--- src/mpf_pkg.sv ---
// Package: types and constants of the page framebuffer block
package mpf_pkg;
  localparam int ScreenWidth  = 128;
  localparam int ScreenHeight = 64;
  localparam int Pages        = (ScreenHeight + 7) / 8;
  localparam int StoreBytes   = ScreenWidth * Pages;
  localparam int AddrW        = $clog2(StoreBytes);

  typedef enum logic [2:0] {
    OP_PIXEL = 3'd0, OP_HLINE = 3'd1, OP_VLINE = 3'd2, OP_RECT = 3'd3,
    OP_GSTART = 3'd4, OP_GBYTE = 3'd5, OP_FILL = 3'd6, OP_READ = 3'd7
  } op_e;

  typedef enum logic [3:0] {
    ST_CLEAR, ST_IDLE, ST_AREA_RD, ST_AREA_WR, ST_GLY_RD, ST_GLY_WR,
    ST_FILL, ST_READ, ST_READ2, ST_OUT
  } state_e;

  typedef struct packed {
    logic [2:0] operation;
    logic [7:0] x_pos;
    logic [7:0] y_pos;
    logic [7:0] x_shift;
    logic [7:0] y_shift;
    logic [7:0] width;
    logic [7:0] height;
    logic [7:0] color;
    logic [7:0] data_byte;
    logic [9:0] byte_index;
  } req_t;

  typedef struct packed {
    logic [7:0] read_data;
    logic       glyph_done;
    logic       status;
  } rsp_t;

  // Controller to datapath
  typedef struct packed {
    logic latch;       // capture request
    logic area_init;   // start area walk
    logic area_next;   // step area walk
    logic gly_start;   // glyph start
    logic gly_init;    // begin glyph byte
    logic gly_next;    // consume one glyph bit
    logic sweep_init;  // start store sweep
    logic sweep_next;  // step sweep
    logic mem_wr;      // write modified byte
    logic wr_sweep;    // write sweep pattern
    logic rsp_load;    // capture response
    logic read_op;     // store address from byte index
  } ctl_t;

  // Datapath to controller
  typedef struct packed {
    logic [2:0] op;
    logic       area_last;
    logic       cur_vis;   // current area pixel on screen
    logic       gly_active;
    logic       gly_end;   // glyph byte finished after this bit
    logic       gly_draw;  // current bit draws an on-screen pixel
    logic       sweep_last;
    logic       idx_ok;
    logic       size_zero;
  } sts_t;
endpackage

--- src/mpf_ctrl.sv ---
// Controller state machine for the framebuffer draw block
module mpf_ctrl import mpf_pkg::*; (
  input  logic   clk_i,
  input  logic   rst_ni,
  input  logic   in_valid_i,
  output logic   in_ready_o,
  output logic   out_valid_o,
  input  logic   out_ready_i,
  input  sts_t   sts_i,
  output ctl_t   ctl_o
);
  state_e state_q, state_d;

  // Next state
  always_comb begin
    state_d = state_q;
    case (state_q)
      ST_CLEAR: if (sts_i.sweep_last) state_d = ST_IDLE;
      ST_IDLE: if (in_valid_i) state_d = ST_READ;
      ST_READ: begin
        case (op_e'(sts_i.op))
          OP_PIXEL, OP_HLINE, OP_VLINE, OP_RECT:
            state_d = sts_i.size_zero ? ST_OUT : ST_AREA_RD;
          OP_GSTART: state_d = ST_OUT;
          OP_GBYTE: state_d = sts_i.gly_active ? ST_GLY_RD : ST_OUT;
          OP_FILL: state_d = ST_FILL;
          default: state_d = ST_READ2;
        endcase
      end
      ST_READ2: state_d = ST_OUT;
      ST_AREA_RD: state_d = sts_i.cur_vis ? ST_AREA_WR :
                            (sts_i.area_last ? ST_OUT : ST_AREA_RD);
      ST_AREA_WR: state_d = sts_i.area_last ? ST_OUT : ST_AREA_RD;
      ST_GLY_RD: state_d = sts_i.gly_draw ? ST_GLY_WR :
                           (sts_i.gly_end ? ST_OUT : ST_GLY_RD);
      ST_GLY_WR: state_d = sts_i.gly_end ? ST_OUT : ST_GLY_RD;
      ST_FILL: if (sts_i.sweep_last) state_d = ST_OUT;
      ST_OUT: if (out_ready_i) state_d = ST_IDLE;
      default: state_d = ST_IDLE;
    endcase
  end

  // Outputs
  always_comb begin
    ctl_o = '0;
    in_ready_o = 1'b0;
    out_valid_o = 1'b0;
    case (state_q)
      ST_CLEAR: begin ctl_o.wr_sweep = 1'b1; ctl_o.sweep_next = 1'b1; end
      ST_IDLE: begin in_ready_o = 1'b1; ctl_o.latch = in_valid_i; end
      ST_READ: begin
        ctl_o.area_init = 1'b1;
        ctl_o.gly_init = (op_e'(sts_i.op) == OP_GBYTE);
        ctl_o.gly_start = (op_e'(sts_i.op) == OP_GSTART);
        ctl_o.sweep_init = 1'b1;
        ctl_o.read_op = 1'b1;
      end
      ST_READ2: ctl_o.read_op = 1'b1;
      ST_AREA_RD: ctl_o.area_next = !sts_i.cur_vis;
      ST_AREA_WR: begin ctl_o.mem_wr = 1'b1; ctl_o.area_next = 1'b1; end
      ST_GLY_RD: ctl_o.gly_next = !sts_i.gly_draw;
      ST_GLY_WR: begin ctl_o.mem_wr = 1'b1; ctl_o.gly_next = 1'b1; end
      ST_FILL: begin ctl_o.wr_sweep = 1'b1; ctl_o.sweep_next = 1'b1; end
      ST_OUT: out_valid_o = 1'b1;
      default: ;
    endcase
    // Response is captured on the step that leads into the output state
    ctl_o.rsp_load = (state_d == ST_OUT) && (state_q != ST_OUT);
  end

  // State register
  always_ff @(posedge clk_i or negedge rst_ni) begin
    if (!rst_ni) state_q <= ST_CLEAR;
    else state_q <= state_d;
  end
endmodule

--- config.mk ---
export PLATFORM = sky130hd
export DESIGN_NAME = mpf_ctrl
export DESIGN_NICKNAME = d
export VERILOG_FILES = /design/src/mpf_pkg.sv /design/src/mpf_ctrl.sv
export SDC_FILE = /design/constraint.sdc
export NUM_CORES = 1
export LEC_CHECK = 0
export BUFFER_PORTS_ARGS = -buffer_cell sky130_fd_sc_hd__buf_2
export CORE_AREA = 2 2 39 41
export CTS_CLUSTER_DIAMETER = 40
export DETAILED_ROUTE_END_ITERATION = 6
export DIE_AREA = 0 0 41 43
export PLACE_DENSITY_LB_ADDON = 0.25
export REMOVE_ABC_BUFFERS = 1
export SYNTH_ARGS = -nofsm -noshare
export SYNTH_HDL_FRONTEND = slang
export SYNTH_SLANG_ARGS = --single-unit
--- constraint.sdc ---
create_clock -name clk_i -period 2.4 [get_ports clk_i]
set_input_delay 0.48 -clock clk_i [delete_from_list [all_inputs] [get_ports clk_i]]
set_output_delay 0.48 -clock clk_i [all_outputs]
set_load 0.1 [all_outputs]
==> out/metrics.yaml <==
grt:
  gr-total-overflow: 0
  grt_pass1_wl_um: 2235
  antenna_found_initial: 0
  grt_max_degree: 8
  grt_use_total: 0.1803
  grt_pass1_vias: 550
  grt.met2_usage: 0.2906
  busiest_layer: "met2"
  grt_util_met3: 0.05759
  globalRouteMet1Util: 0.2338
routing:
  drtIter0Drc: 9
  drc: 0
  vias_per_cell: 4.991
  wl_per_cell_um: 11.07
  ant_nets: 0
  first_pass_iters: 3
  vias: 569
  totalWireLength_um: 1262
synth:
  netlist_top_cells_count: "nand2_1, a21oi_1, dfrtp_1, nor3b_1"
  synth-edff-count: 0
  syn-instance-count: 64
  ys_ff_latch: 4
  async_flop_share: 1.000
  yosys_warnings: 0
  synth_area_um2: 479.2
  yosysUniqueCellTypes: 30
  yosysMostFrequentCell: "nand2_1"
  syn_area_per_cell_um2: 7.488
  ys.flop_type: "dfrtp_1"
  netlist.area_leader.share: 0.2089
  yosysSeqAreaShare: 0.2089
  synthTopCellsByArea: "dfrtp_1, nand2_1, nor3b_1, a21oi_1, nor2b_1"
  synth_area_leader_cell: "dfrtp_1"
setup_path:
  crit_buf_inv: 1
  critPathTopFamily: "simple AND/OR/NAND/NOR gates"
  crit_required_ns: 1.92
  crit_path_start: "state_q[1]"
  cpPeakStageDelay_ns: 0.48
  crit_chain: "xnor2_2, a31o_1, or4_4, and3b_2, buf_12"
  crit_fanout: 6
  regToRegStartpoint: "state_q[1]"
  endpoint_kind: "output pin"
  critPathArrivalTime_ns: 1.92
  worst-setup-path-type: "reg2out"
  crit_path_start_kind: "register"
  critPathSlowestCell: "or4_4"
clock_tree:
  cts_root_buf: "clkbuf_4"
  clock_latency_ns: 0.23
  cts_tree: "built"
  numCtsBuffers: 3
  clk_pin_slew_ns: 0.04
  cts.sinks: 4
  htree_levels: 1
  cts_max_path_buffers: 2
  cts_hold_buffers: 0
floorplanning:
  core_mm2: 0.001384
  die_area_mm2: 0.001763
  start_util: 0.3463
  rows: 14
  ios: 29
  die_h_um: 43
  die_x_um: 41
sta:
  slew_viol_final: 0
  fin_crit_sh: 1.001
  skew_ns: 0.003337
  tns_ns: -0.002894
  rsz0062_at_grt: "true"
  setup_viol: 1
  fin_ws_ns: -0.002894
  worst_pin_slew_ns: 0.4867
  whs_ns: 0.04218
  timing.fmax_mhz: 416.2
  fin_crit_ns: 2.403
  maxSlewHeadroom: 0.6778
  hold_viol_final: 0
layout:
  finalInstanceArea_um2: 747.0
  n_antenna_cell: 0
  final_cells: 114
  largest_registers: "state_q: 4 flops"
  drive_above_1_share: 0.5102
  largest_register: "state_q"
  fin_nets: 115
  largest_register_ffs: 4
  fill_cells: 140
  areaGrowthSynthToFinish_pct: 55.87
placement:
  dpl.cell_count: 107
  place_congestion: 0.7475
  dp_hpwl_um: 978.3
  io_buffer_count: 27
  placed_area_um2: 665.6
hold_path:
  hold_class: "in2async"
status:
  violations: "setup timing"
  status: "finished with violations"
flow_run:
  drv_cap: 0
==> placed cells by master (no fill, tap or decap), drive strengths merged, types with 2 or more instances in the layout <==
master,instances
buf,36
nand2,9
a21oi,5
nor3b,4
dfrtp,4
nor2b,4
inv,3
nor2,3
clkbuf,3
o21ai,2
nand2b,2
nor3,2
a32oi,2
a31oi,2
nand4,2
and2,2
and3,2
==> kinds of logic (layout without fill, tap and decap cells) <==
kind of cell	Yosys count	in the layout	synth area share
compound gates	14	14	0.1880
flops	4	4	0.2089
simple gates	37	37	0.4700
buf+inv	8	42	0.09921
xor+xnor	1	1	0.03395
==> through the flow <==
step / worst slack, ns / utilization
floorplan: -3.094 / -
global placement: -0.005184 / 0.4810
detailed placement: -0.01153 / 0.4810
CTS: 0.001691 / 0.5371
global route: -0.05689 / 0.5398
finish: -0.002894 / 0.5398
==> worst paths after layout <==
kind	cells after the start	slack (ns)	to
min	1	0.04	state_q[3]
max in group asynchronous	1	2.23	state_q[2]
min reg2reg	2	0.72	state_q[3]
max reg2reg	3	0.98	state_q[0]
max	5	-0.003	ctl_o[1]
min in group clk_i	4	0.56	state_q[2]
==> metal layers <==
layer,vias to the layer above,routed length (µm)
li1,299,-
met1,252,561
met2,18,629
met3,0,70
met4,0,0
met5,-,0
==> what timing repair did <==
action	4_1_cts	5_1_grt
resized for setup	9	2
buffers inserted	4	0
pin swaps	2	0
endpoints found under the setup margin	1	1
==> final cells by class <==
type / count / area, µm² / share of cell area
multi-input cells: 52 / 340.3 / 0.4556
repair buffers: 36 / 247.7 / 0.3317
flip-flops and latches: 4 / 105.1 / 0.1407
clock buffers: 3 / 22.52 / 0.03015
well taps: 16 / 20.02 / 0.02680
inverters: 3 / 11.26 / 0.01508
Power is not shown: default switching activity piles up to over one toggle a cycle in this logic, so the estimate is an artifact.
